File: config.mk
export PLATFORM = sky130hd
export DESIGN_NAME = scgl_front_flat
export DESIGN_NICKNAME = d
export VERILOG_FILES = /design/src/design/scgl_pkg.sv /design/src/design/scgl_req_if.sv /design/src/design/scgl_front.sv /design/src/flat_wrapper.sv
export SDC_FILE = /design/constraint.sdc
export NUM_CORES = 1
export LEC_CHECK = 0
export ABC_AREA = 1
export CAP_MARGIN = 20
export CORE_AREA = 2 2 124 126
export DETAILED_ROUTE_END_ITERATION = 6
export DIE_AREA = 0 0 126 128
export DONT_BUFFER_PORTS = 1
export GPL_TIMING_DRIVEN = 0
export PLACE_DENSITY_LB_ADDON = 0.15
export SLEW_MARGIN = 20
export SYNTH_ARGS = -nofsm -noshare
export SYNTH_HDL_FRONTEND = slang
export SYNTH_SLANG_ARGS = --single-unit
File: constraint.sdc
create_clock -name vclk -period 2.1
set_input_delay 0.105 -clock vclk [all_inputs]
set_output_delay 0.105 -clock vclk [all_outputs]
set_load 0.1 [all_outputs]
File: src/design/scgl_pkg.sv
// ----------------------------------------------------------------------------
// scgl_pkg: shared types and constants of the capture ring
// Request and response layouts, command and status codes, defaults.
// ----------------------------------------------------------------------------
package scgl_pkg;

  localparam int CAPACITY_DEF    = 65536;
  localparam int GAP_ENTRIES_DEF = 64;
  localparam int COUNT_BITS_DEF  = 48;
  localparam int QUEUE_DEPTH     = 4;

  localparam int SAMPLE_W = 16;
  localparam int LOST_W   = 32;
  localparam int INDEX_W  = 48;
  localparam int START_W  = INDEX_W - 1;
  localparam int LEN_W    = 17;

  typedef enum logic [1:0] {
    CMD_WRITE = 2'd0,
    CMD_LOSS  = 2'd1,
    CMD_CHECK = 2'd2,
    CMD_READ  = 2'd3
  } scgl_cmd_t;

  typedef enum logic [1:0] {
    ST_OK          = 2'd0,
    ST_PENDING     = 2'd1,
    ST_OVERWRITTEN = 2'd2
  } scgl_status_t;

  typedef struct packed {
    scgl_cmd_t                  cmd;
    logic signed [SAMPLE_W-1:0] sample_in;
    logic [LOST_W-1:0]          lost_count;
    logic signed [INDEX_W-1:0]  window_start;
    logic [LEN_W-1:0]           window_length;
  } scgl_req_t;

  typedef struct packed {
    scgl_status_t               status;
    logic                       gap_touched;
    logic signed [SAMPLE_W-1:0] sample_out;
    logic [INDEX_W-1:0]         samples_total;
  } scgl_rsp_t;

  // classified request as it sits in the queue
  typedef struct packed {
    scgl_cmd_t           cmd;
    logic [SAMPLE_W-1:0] sample;
    logic [LOST_W-1:0]   lost;
    logic                neg;
    logic [START_W-1:0]  start;
    logic [INDEX_W-1:0]  fin;
  } scgl_op_t;

  typedef struct packed {
    logic clearing;
  } scgl_stat_t;

endpackage

File: src/design/scgl_req_if.sv
// ----------------------------------------------------------------------------
// scgl_req_if: request channel
// Valid/ready handshake carrying one command request.
// ----------------------------------------------------------------------------
interface scgl_req_if
  import scgl_pkg::*;
();
  logic      valid;
  logic      ready;
  scgl_req_t data;

  modport source (output valid, output data, input ready);
  modport sink   (input valid, input data, output ready);
endinterface

File: src/design/scgl_front.sv
// ----------------------------------------------------------------------------
// scgl_front: request intake and classification
// Splits the window start, forms the window end, feeds the queue.
// ----------------------------------------------------------------------------
module scgl_front
  import scgl_pkg::*;
(
  scgl_req_if.sink  req,
  input  scgl_stat_t stat,
  output logic       push_valid,
  input  logic       push_ready,
  output scgl_op_t   push_op
);

  logic [START_W-1:0] start;
  logic [INDEX_W-1:0] span;

  assign start = req.data.window_start[START_W-1:0];
  assign span  = (req.data.cmd == CMD_READ) ? INDEX_W'(1)
                                            : INDEX_W'(req.data.window_length);

  always_comb begin
    push_op.cmd    = req.data.cmd;
    push_op.sample = req.data.sample_in;
    push_op.lost   = req.data.lost_count;
    push_op.neg    = req.data.window_start[INDEX_W-1];
    push_op.start  = start;
    push_op.fin    = INDEX_W'(start) + span;
  end

  assign push_valid = req.valid && !stat.clearing;
  assign req.ready  = push_ready && !stat.clearing;

endmodule

File: src/flat_wrapper.sv
// flat-port wrapper written by rule: the top's interface ports become plain ports
module scgl_front_flat import scgl_pkg::*;
  (stat, push_valid, push_ready, push_op, req_valid, req_data, req_ready);
  scgl_req_if req_i ();
  input  scgl_stat_t stat;
  output logic push_valid;
  input  logic push_ready;
  output scgl_op_t push_op;
  input wire logic [$bits(req_i.valid)-1:0] req_valid;
  input wire logic [$bits(req_i.data)-1:0] req_data;
  output wire logic [$bits(req_i.ready)-1:0] req_ready;
  assign req_i.valid = req_valid;
  assign req_i.data = req_data;
  assign req_ready = req_i.ready;
  scgl_front u_core (.req(req_i), .stat(stat), .push_valid(push_valid), .push_ready(push_ready), .push_op(push_op));
endmodule
==> impl_metrics.json <==
{
  "seq_power_share_pct": 0,
  "cp-startpoint": "req_data[113]",
  "power_switching_mw": 2.25,
  "timing.final.crit_share_pct": 107,
  "synth_top_area_cell": "nand2_1",
  "netlist.area_leader.share_pct": 30.2,
  "die_h_um": 128,
  "synth_cells": 738,
  "relSlewSlack_pct": 29.5,
  "yosys.cell_types.count": 25,
  "start_util_pct": 24.3,
  "placed_cells_incl_taps": 926,
  "dpl.hpwl_mm": 12.4,
  "row_count": 45,
  "ys_seq_area_share_pct": 0,
  "grt_overflow_total": 0,
  "holdBufCountCts": 0,
  "end_kind": "output pin",
  "layout_min_cycle_time_ps": 2240,
  "wl_mm": 14.4,
  "violations": "setup timing",
  "syn_to_final_growth_pct": 56.7,
  "die_w_um": 126,
  "yosys-top-cells-area": "nand2_1 30%, buf_4 20%, inv_1 14%, nand3_1 8.0%, nor2_1 7.3%",
  "slew_viol_final": 0,
  "pre_cts_ws_ps": -561,
  "vdd_drop_max_uv": 245,
  "cp.required_ps": 2000,
  "final_cells": 954,
  "maxCapViolCount": 0,
  "diodes": 0,
  "coreArea_um2": 14900,
  "clkbuf_count": 0,
  "hold_viol": 0,
  "crit_end": "push_op[14]",
  "grtUsageMet3_pct": 1.75,
  "path_class": "in -> out",
  "grt-busiest-layer": "met2",
  "drc": 0,
  "p_int_mw": 0.612,
  "synth_warnings": 0,
  "synth_common_cells": "291 x nand2_1, 135 x inv_1, 98 x buf_4",
  "grt_use_total_pct": 16.4,
  "yosysMostFrequentCell": "nand2_1",
  "rsz0062_at_grt": "true",
  "clock_power_share_pct": 0,
  "viasPerCell": 4.55,
  "path_max_fanout": 9,
  "drtIter0Drc": 244,
  "avgSynthCellArea_um2": 4.90,
  "synth_area_um2": 3610,
  "critPathLaunchType": "input pin",
  "met1_usage_pct": 22.2,
  "p_per_area_nw_per_um2": 506,
  "fin_util_pct": 38.1,
  "die-area_um2": 16100,
  "ant_nets": 0,
  "status": "finished, violations left",
  "grt_pass1_vias": 4159,
  "switching_share_pct": 78.6,
  "grt_first_pass_wirelength_mm": 21.5,
  "grt_max_degree": 11,
  "io_buffers": 0,
  "postLayoutSetupSlackWorst_ps": -142,
  "n_sequential_cell": 0,
  "clock.fmax_mhz": 446,
  "synth_fp_nets": 874,
  "ff_latch_area_um2": 0,
  "num-fill-cells": 1616,
  "crit_arrival_ps": 2140,
  "io_pins": 266,
  "comb_power_share_pct": 100.0,
  "whs_ps": 388,
  "antenna_found_initial": 0,
  "power_leakage_nw": 2.95,
  "post_drt_wl_per_cell_um": 15.1,
  "drive_gt1_share_pct": 43.3,
  "num_vias": 4339,
  "final_nets": 904,
  "gp_congestion": 0.850,
  "setup-violations-final": 12,
  "tightest_slew_ps": 1060,
  "firstDrtPassIters": 4,
  "tns_ps": -815,
  "use_met2_pct": 29.1,
  "min_path_type": "in -> out"
}
-- worst max-delay path: stages --
cell,delay (ps)
nand2_8,60
inv_8,50
or2_4,230
ha_4,160
fa_2,350
nand2_2,100
nand3_4,100
nand3_2,100
nand2_4,90
nand2_4,70
nand2_4,80
xor2_4,630
-- power groups by stage --
stage	clock network [mW]	logic, mW	registers (mW)
6_report	0	2.86	0
5_1_grt	0	2.98	0
4_1_cts	0	2.75	0
3_5_place_dp	0	2.55	0
3_3_place_gp	0	2.54	0
2_1_floorplan	0	2.37	0
-- worst min path at each step --
stage                      start          end  cells after the start
floorplan           req_data[40]  push_op[23]                      1
global placement    req_data[40]  push_op[23]                      1
detailed placement          stat    req_ready                      1
CTS                         stat    req_ready                      1
global route                stat    req_ready                      1
finish                      stat    req_ready                      1
-- layout make-up --
class	instances	area (um^2)	area share [%]
multi-input combinational	499	3880	68.5
inverter	140	533	9.41
timing repair buffer	28	254	4.49
tap	188	235	4.15
buffer	99	761	13.4
-- metal layers --
metal / up-vias / routed length, um
li1: 2161 / -
met5: - / 0
met4: 0 / 174
met2: 164 / 7120
met3: 12 / 810
met1: 2002 / 6300
-- cell families after synthesis --
kind of cell,count (synthesis),share of synthesized area (%)
compound gates,5,0.831
xor+xnor,16,3.88
buf+inv,239,35.0
fa+ha+maj,18,6.44
simple gates,460,53.9
-- per-stage QoR --
stage                     cell area (um^2)  power (mW)
after floorplan                       4230        2.37
after global placement                4470        2.54
after detailed placement              4480        2.55
after CTS                             5150        2.75
after global routing                  5660        2.98
final                                 5660        2.86
-- placed cells by master, fill, tap and decap left out, types with 2 or more instances in the layout --
| cell type | netlist | final |
|---|---|---|
| nand2_8 | 0 | 26 |
| nand2_2 | 3 | 37 |
| xor2_4 | 0 | 16 |
| nor2_1 | 70 | 38 |
| nand2_1 | 291 | 205 |
| nand4_1 | 11 | 11 |
| nand2_4 | 0 | 26 |
| nand3_1 | 58 | 36 |
| nor2_4 | 1 | 20 |
| or2_2 | 3 | 2 |
| ha_4 | 0 | 15 |
| nor3_1 | 8 | 7 |
| buf_4 | 98 | 120 |
| nand3_4 | 0 | 3 |
| nor2_2 | 4 | 17 |
| inv_2 | 5 | 9 |
| ha_1 | 17 | 2 |
| nand3b_1 | 2 | 2 |
| nor3_2 | 2 | 3 |
| buf_6 | 0 | 3 |
| nand3_2 | 1 | 20 |
| nor3_4 | 3 | 3 |
| inv_1 | 135 | 130 |
| buf_12 | 0 | 2 |
-- timing repair --
item | 4_1_cts | 5_1_grt
pin swaps | 48 | 35
buffers inserted | 19 | 8
cloned | 0 | 1
endpoints found under the setup margin | 44 | 43
resized for setup | 112 | 94
Power figures use the tool's default switching activity.
