<file path="config.mk">
export PLATFORM = sky130hd
export DESIGN_NAME = scgl_queue
export DESIGN_NICKNAME = d
export VERILOG_FILES = /design/src/design/scgl_pkg.sv /design/src/design/scgl_queue.sv
export SDC_FILE = /design/constraint.sdc
export NUM_CORES = 1
export LEC_CHECK = 0
export BUFFER_PORTS_ARGS = -buffer_cell sky130_fd_sc_hd__buf_2
export CAP_MARGIN = 40
export CORE_UTILIZATION = 52
export CTS_CLUSTER_SIZE = 8
export DETAILED_ROUTE_END_ITERATION = 12
export GPL_TIMING_DRIVEN = 1
export PLACE_DENSITY_LB_ADDON = 0.1
export SYNTH_ARGS = -nofsm -noshare
export SYNTH_HDL_FRONTEND = slang
export SYNTH_SLANG_ARGS = --single-unit
</file>
<file path="constraint.sdc">
create_clock -name clk -period 9.5 [get_ports clk]
set_input_delay 0.95 -clock clk [delete_from_list [all_inputs] [get_ports clk]]
set_output_delay 0.95 -clock clk [all_outputs]
set_load 0.02 [all_outputs]
</file>
<file path="src/design/scgl_pkg.sv">
// ----------------------------------------------------------------------------
// scgl_pkg: shared types and constants of the capture ring
// Request and response layouts, command and status codes, defaults.
// ----------------------------------------------------------------------------
package scgl_pkg;

  localparam int CAPACITY_DEF    = 65536;
  localparam int GAP_ENTRIES_DEF = 64;
  localparam int COUNT_BITS_DEF  = 48;
  localparam int QUEUE_DEPTH     = 4;

  localparam int SAMPLE_W = 16;
  localparam int LOST_W   = 32;
  localparam int INDEX_W  = 48;
  localparam int START_W  = INDEX_W - 1;
  localparam int LEN_W    = 17;

  typedef enum logic [1:0] {
    CMD_WRITE = 2'd0,
    CMD_LOSS  = 2'd1,
    CMD_CHECK = 2'd2,
    CMD_READ  = 2'd3
  } scgl_cmd_t;

  typedef enum logic [1:0] {
    ST_OK          = 2'd0,
    ST_PENDING     = 2'd1,
    ST_OVERWRITTEN = 2'd2
  } scgl_status_t;

  typedef struct packed {
    scgl_cmd_t                  cmd;
    logic signed [SAMPLE_W-1:0] sample_in;
    logic [LOST_W-1:0]          lost_count;
    logic signed [INDEX_W-1:0]  window_start;
    logic [LEN_W-1:0]           window_length;
  } scgl_req_t;

  typedef struct packed {
    scgl_status_t               status;
    logic                       gap_touched;
    logic signed [SAMPLE_W-1:0] sample_out;
    logic [INDEX_W-1:0]         samples_total;
  } scgl_rsp_t;

  // classified request as it sits in the queue
  typedef struct packed {
    scgl_cmd_t           cmd;
    logic [SAMPLE_W-1:0] sample;
    logic [LOST_W-1:0]   lost;
    logic                neg;
    logic [START_W-1:0]  start;
    logic [INDEX_W-1:0]  fin;
  } scgl_op_t;

  typedef struct packed {
    logic clearing;
  } scgl_stat_t;

endpackage

</file>
<file path="src/design/scgl_queue.sv">
// ----------------------------------------------------------------------------
// scgl_queue: short request queue between front and back
// Small register FIFO of classified requests.
// ----------------------------------------------------------------------------
module scgl_queue
  import scgl_pkg::*;
(
  input  logic     clk,
  input  logic     rst,
  input  logic     push_valid,
  output logic     push_ready,
  input  scgl_op_t push_op,
  output logic     pop_valid,
  input  logic     pop_ready,
  output scgl_op_t pop_op
);

  localparam int PTR_BITS = $clog2(QUEUE_DEPTH);
  localparam int CNT_BITS = $clog2(QUEUE_DEPTH + 1);

  scgl_op_t            entries [QUEUE_DEPTH];
  logic [PTR_BITS-1:0] wr_ptr;
  logic [PTR_BITS-1:0] rd_ptr;
  logic [CNT_BITS-1:0] fill;
  logic                push;
  logic                pop;

  assign push_ready = (fill != CNT_BITS'(QUEUE_DEPTH));
  assign pop_valid  = (fill != '0);
  assign pop_op     = entries[rd_ptr];
  assign push       = push_valid && push_ready;
  assign pop        = pop_valid && pop_ready;

  always_ff @(posedge clk) begin
    if (push) begin
      entries[wr_ptr] <= push_op;
    end
  end

  always_ff @(posedge clk) begin
    if (rst) begin
      wr_ptr <= '0;
      rd_ptr <= '0;
      fill   <= '0;
    end else begin
      if (push) begin
        wr_ptr <= wr_ptr + 1'b1;
      end
      if (pop) begin
        rd_ptr <= rd_ptr + 1'b1;
      end
      if (push && !pop) begin
        fill <= fill + 1'b1;
      end else if (pop && !push) begin
        fill <= fill - 1'b1;
      end
    end
  end

endmodule

</file>
==> key figures, run 1 <==
Min path
  • Hold_sp: wr_ptr[1]
  • Min-Delay Path Class: register to register
  • Hold-critical path endpoint: wr_ptr[1]
  • Worst hold path stage count: 2

STA
  • Setup ws final: 4.96 ns
  • Max Slew Vio Count: 0
  • Unrepaired setup endpoints after global routing: no
  • Final worst-path cycle share: 47.8%
  • Normalized max-slew margin: 44.3%
  • Fin Clk Skew: 0.0146 ns
  • Minimum clock period: 4.54 ns
  • Final hold vios: 0
  • Finish-stage setup viols: 0
  • Setup TNS: 0 ns
  • Tightest Pin Transition: 0.835 ns
  • Max Fclk: 0.220 GHz

Drt
  • DR iter-0 viols: 670
  • Detailed Route WL: 40800 um
  • Via Count: 9660
  • Vias/cell: 5.55
  • ANT nets after route: 0
  • DR WL/cell: 23.4 um
  • DRC: 0
  • DR pass1 iterations: 5

Power
  • Max VDD drop: 0.000193 V
  • Clock power share: 33.9%
  • Int Power: 5.59 mW
  • Switch Pwr: 2.10 mW
  • Comb power frac: 23.2%
  • Lkg Pwr: 8.80 nW
  • Sw frac: 27.3%
  • Sequential power share: 42.9%
  • Pwr dens: 294 nW/um^2

Yosys
  • Adder-Cell Fraction of Synth Area: 0.384%
  • Mapped cell area: 21500 um^2
  • Avg Synthesized Cell Area: 26.5 um^2
  • Mapped Cells: 810
  • Synth warn: 0
  • Unique masters post-synth: 23
  • Syn_nets: 966
  • Multiplexer area fraction after synthesis: 15.4%
  • Register area share after synthesis: 82.4%
  • Largest family of logic cells by synthesized area: multiplexers
  • Post-Synth Simple-Gate Area: 0.390%
  • Post-Synth XOR/XNOR Area: 0.163%
  • #FFs+latches synth: 593
  • Synth Area in Compound Gates: 0.175%

GRT
  • First-pass GRT wire length: 61300 um
  • Vias in the first global route: 10284
  • Largest net degree at the start of global routing: 56
  • Initial antenna violation count: 11
  • Congestion Overflow GR: 0
  • Total GRT Usage: 19.9%

Worst setup path
  • Max stage delay on crit path: 0.79 ns
  • Crit Path Class: register to primary output
  • Reg2reg end: entries[1][10]
  • Most used cell, CP: buf_4
  • Reg-to-reg startpoint: fill[0]
  • Critical path fanouts, max: 55
  • Critical-path cell list: buf_4 > buf_4 > mux4_2 > buf_2
  • Critical Path Sink Type: primary output
  • Worst Path Arrival: 3.59 ns
  • Worst EP required: 8.55 ns
  • Worst Setup Start Kind: register
  • FF-to-FF path depth: 5
  • Reg-to-reg setup timing slack: 6.93 ns
  • Worst path slowest cell: dfxtp_4

CTS
  • Clock Pin Slew Worst Setup and Hold Paths: 0.05 ns
  • Clk_lat worst skew: 0.58 ns
  • Clock root cell: clkbuf_16
  • H-tree levels: 3
  • Post-CTS resize count: 0
  • Sinks on Clock Net: 593
  • CTS tree: done
  • Clock buffer count from CTS: 84
  • CTS Hold Bufs: 0
  • # Post-CTS Setup Buffers: 0
  • Deepest clock path buffer count: 3

Cells and area
  • Most frequent cells in the layout: edfxtp_1, buf_2, mux4_2, clkbuf_16, clkbuf_1
  • Fillers: 2696
  • Reg area: 17700 um^2
  • Nets: 1339
  • Multi-input logic area: 3570 um^2
  • Syn-to-layout area delta: 21.4%
  • Commonest non-fill, non-tap cell in the layout: edfxtp_1
  • Share of cells above drive strength 1: 46.8%

Floorplanning
  • Site Rows: 74
  • Die area: 42200 um^2
  • Core Footprint: 40800 um^2
  • Initial Utilization: 52.7%
  • Chip width: 205 um
  • Top Ports: 298
  • Die height: 205 um

Place
  • DP HPWL: 25000 um
  • Number of port buffers: 297
  • Routability cong.: 0.714
  • Pre-CTS setup slack: 5.54 ns

Run
  • Max Cap Viol: 0

Outcome
  • Outcome: finished, final reports clean
## layout make-up
cell class | count | share of cell area [%]
antenna | 5 | 0.0479
tap | 532 | 2.55
inverter | 3 | 0.0431
timing repair buffer | 320 | 7.06
sequential | 593 | 67.9
multi-input combinational | 181 | 13.7
clock buffer | 104 | 8.58
clock inverter | 3 | 0.168
## critical path: cells and delay by family (launching register included)
| family | cells | cell delay (ns) |
|---|---|---|
| flip-flops | 1 | 0.79 |
| buffers and inverters | 3 | 1.64 |
| multiplexers | 1 | 0.43 |
## cell usage after synthesis
master | instances | area (um^2)
edfxtp_1 | 584 | 17500
mux4_2 | 146 | 3290
buf_2 | 15 | 75.1
buf_4 | 11 | 82.6
dfxtp_1 | 9 | 180
nor2_1 | 8 | 30.0
ha_1 | 5 | 62.6
and2_1 | 4 | 25.0
buf_6 | 4 | 45.0
xor2_1 | 4 | 35.0
clkbuf_1 | 3 | 11.3
inv_1 | 3 | 11.3
mux2i_1 | 2 | 20.0
nand2b_1 | 2 | 12.5
or3_1 | 2 | 12.5
a21boi_2 | 1 | 11.3
a21oi_1 | 1 | 5.00
fa_1 | 1 | 20.0
mux2_2 | 1 | 11.3
nand2_1 | 1 | 3.75
o21ai_0 | 1 | 5.00
o311ai_0 | 1 | 8.76
o31ai_1 | 1 | 7.51
## per-layer routing
layer | global-route usage, % | vias up | share of wire, %
met5 | 0 | - | 0.24
met2 | 31.5 | 293 | 50
met4 | 7.14 | 14 | 2.5
li1 | - | 4248 | -
met3 | 6.60 | 93 | 7.5
met1 | 25.9 | 5012 | 40
## registers in the layout, summed over array words and instances, names as in the netlist, named ones only
signal	count
fill	3
rd_ptr	2
wr_ptr	2
entries	584
## power by group through the flow
stage / Combinational (mW) / Sequential, mW / Clock, mW
2_1_floorplan: 1.28 / 3.31 / 0
3_3_place_gp: 1.76 / 3.34 / 0
3_5_place_dp: 1.82 / 3.34 / 0
4_1_cts: 1.83 / 3.30 / 2.67
5_1_grt: 1.91 / 3.32 / 2.77
6_report: 1.78 / 3.29 / 2.61
## worst max path at each step
stage                    start       endpoint  slack [ns]  depth (start not counted)
floorplan           push_valid  entries[0][0]        4.37                          2
detailed placement    register    pop_op[136]        5.54                          4
finish                register    pop_op[136]        4.96                          4
global route          register    pop_op[136]        4.80                          4
global placement      register     pop_op[28]        5.38                          4
CTS                   register    pop_op[136]        4.91                          4
## kinds of logic after synthesis
| kind of cell | Yosys count |
|---|---|
| flops | 593 |
| simple gates | 17 |
| xor+xnor | 4 |
| mux | 149 |
| buf+inv | 36 |
| fa+ha+maj | 6 |
| compound gates | 5 |
## per-stage QoR
stage	util [%]	std cells	hold slack, ns	area, um^2	total power [mW]
after detailed placement	58.3	1629	0.512	23800	5.16
after floorplan	-	810	0.482	21500	4.59
after CTS	63.9	1736	0.523	26100	7.79
final	63.9	1741	0.522	26100	7.68
after global placement	57.7	1619	0.506	23600	5.11
after global routing	63.9	1737	0.551	26100	8.00
No activity file was read; power rests on OpenSTA's default activity.
==> run 2, diff against run 1 <==
CORE_UTILIZATION = 51   (was 52)
clock period = 3.8 ns   (was 9.5 ns; I/O delays follow)
==> key figures, run 2 (same netlist as run 1, synthesis figures left out) <==
Power
  • Int Power: 13.9 mW (+150%)
  • Sequential power share: 42.4% (-0.5 points)
  • Pwr dens: 705 nW/um^2 (+140%)
  • Clock power share: 33.5% (-0.4 points)
  • Comb power frac: 24.1% (+0.9 points)
  • Switch Pwr: 5.33 mW (+150%)
  • Lkg Pwr: 9.30 nW (+5.8%)
  • Sw frac: 27.7% (+0.37 points)
  • Max VDD drop: 0.000435 V (+120%)

Floorplanning
  • Initial Utilization: 52.2% (-0.47 points)
  • Site Rows: 74 (unchanged)
  • Die area: 43000 um^2 (+1.9%)
  • Chip width: 207 um (+0.97%)
  • Core Footprint: 41200 um^2 (+0.91%)
  • Top Ports: 298 (unchanged)
  • Die height: 207 um (+0.97%)

CTS
  • CTS tree: done
  • Deepest clock path buffer count: 3 (unchanged)
  • Post-CTS resize count: 0 (unchanged)
  • Clock Pin Slew Worst Setup and Hold Paths: 0.05 ns (about the same)
  • Clock root cell: clkbuf_16
  • Sinks on Clock Net: 593 (unchanged)
  • Clk_lat worst skew: 0.59 ns (about the same)
  • H-tree levels: 3 (unchanged)
  • Clock buffer count from CTS: 84 (unchanged)

STA
  • Tightest Pin Transition: 0.695 ns (-0.140 ns)
  • Minimum clock period: 2.84 ns
  • Setup TNS: 0 ns (unchanged)
  • Final worst-path cycle share: 74.7%
  • Max Fclk: 0.352 GHz
  • Finish-stage setup viols: 0 (unchanged)
  • Unrepaired setup endpoints after global routing: no
  • Max Slew Vio Count: 0 (unchanged)
  • Normalized max-slew margin: 53.7% (+9.3 points)
  • Fin Clk Skew: 0.0162 ns (+0.00156 ns)
  • Final hold vios: 0 (unchanged)

Worst setup path
  • Worst EP required: 3.42 ns (-5.13 ns)
  • FF-to-FF path depth: 4 (-1)
  • Reg2reg end: entries[1][36]
  • Worst Path Arrival: 2.46 ns (-1.13 ns)
  • Critical-path cell list: buf_12 > mux4_2 > buf_2
  • Worst path slowest cell: dfxtp_4
  • Critical path fanouts, max: 48 (-13%)
  • Worst Setup Start Kind: register
  • Max stage delay on crit path: 0.65 ns (-0.14 ns)
  • Worst path top cell family by delay: flip-flops
  • Critical Path Sink Type: primary output
  • Critical Path End: pop_op[83]
  • Worst Path Buf+Inv: 2 (-1)
  • Crit Path Class: register to primary output
  • Reg-to-reg startpoint: fill[0]
  • WP depth: 3 (-1)
  • Reg-to-reg setup timing slack: 1.41 ns (-5.52 ns)

Cells and area
  • Commonest non-fill, non-tap cell in the layout: edfxtp_1
  • Syn-to-layout area delta: 27.2%
  • Largest register by flop count: entries
  • Share of cells above drive strength 1: 42.3% (-4.5 points)
  • Fillers: 2678 (-0.67%)
  • Max FFs per register: 584 (unchanged)
  • Biggest registers after layout: entries x584, fill x3
  • Final instance area: 27300 um^2 (+4.7%)
  • Nets: 1468 (+9.6%)
  • Most frequent cells in the layout: edfxtp_1, buf_2, mux4_2, dlygate4sd3_1, clkbuf_16

Drt
  • Detailed Route WL: 42300 um (+3.7%)
  • DR WL/cell: 22.7 um (-3.2%)
  • DR iter-0 viols: 612 (-8.7%)
  • ANT nets after route: 0 (unchanged)
  • Vias/cell: 5.45 (-1.8%)
  • DR pass1 iterations: 5 (unchanged)
  • DRC: 0 (unchanged)
  • Via Count: 10168 (+5.3%)

Place
  • DP HPWL: 24700 um (-1.4%)
  • Routability cong.: 0.749 (+4.9%)
  • Number of port buffers: 297 (unchanged)
  • Post-DP Area: 23800 um^2 (-0.23%)

GRT
  • Total GRT Usage: 20.2% (+0.36 points)
  • Initial antenna violation count: 5 (-6)
  • Vias in the first global route: 11347 (+10%)
  • Congestion Overflow GR: 0 (unchanged)
  • Largest net degree at the start of global routing: 81 (+45%)
  • First-pass GRT wire length: 65100 um (+6.3%)

Outcome
  • Outcome: finished, final reports clean

Min path
  • Min-Delay Path Class: primary input to register

Run
  • Max Cap Viol: 0 (unchanged)
## run 2: power by group through the flow
| stage | Sequential, mW | Clock (mW) | Combinational (mW) |
|---|---|---|---|
| after detailed placement | 8.30 | 0 | 4.62 |
| after global routing | 8.23 | 6.87 | 4.95 |
| after floorplan | 8.21 | 0 | 3.20 |
| after CTS | 8.18 | 6.62 | 4.75 |
| after global placement | 8.27 | 0 | 4.62 |
| final | 8.17 | 6.46 | 4.64 |
## run 2: worst min path at each step
stage | startpoint | slack (ns) | endpoint | cells past startpoint
floorplan | push_op[0] | 0.48 | entries[0][0] | 0
global placement | rd_ptr[1] | 0.50 | register | 2
detailed placement | rd_ptr[0] | 0.52 | register | 2
CTS | push_op[140] | 0.0005 | entries[2][140] | 1
global route | push_op[17] | 0.006 | entries[2][17] | 1
finish | push_op[89] | 0.03 | entries[0][89] | 1
## run 2: final cells by class
type	count	area, um^2	area share (%)
Antenna cell	1	2.50	0.00915
Multi-Input combinational cell	181	3570	13.1
Inverter	3	11.3	0.0412
Clock inverter	5	66.3	0.243
Timing Repair Buffer	449	3090	11.3
Clock buffer	102	2210	8.09
Tap cell	532	666	2.43
Sequential cell	593	17700	64.8
## run 2: routing by layer
layer  wire, um  up-vias  part of all wire [%]  global-route usage [%]
met1      16800     5297                    40                    25.0
met3       2870       84                   6.8                    6.60
li1           -     4493                     -                       -
met5         56        -                  0.13                       0
met2      21600      286                    51                    33.9
met4        958        8                   2.3                    6.61
## run 2: stage by stage
stage                     cells  power [mW]  hold WS, ns  setup WS (ns)  util [%]
after CTS                  1865        19.6     0.000453          0.845      66.4
after global placement     1628        12.9        0.505           1.38      57.7
after floorplan             810        11.4        0.479          0.750         -
final                      1866        19.3       0.0274          0.960      66.4
after global routing       1866        20.0      0.00637          0.782      66.4
after detailed placement   1628        12.9        0.519           1.33      57.7
## run 2: what timing repair did
item,CTS,global route
hold endpoints to repair,515,0
buffers inserted,0,0
hold buffers,130,0
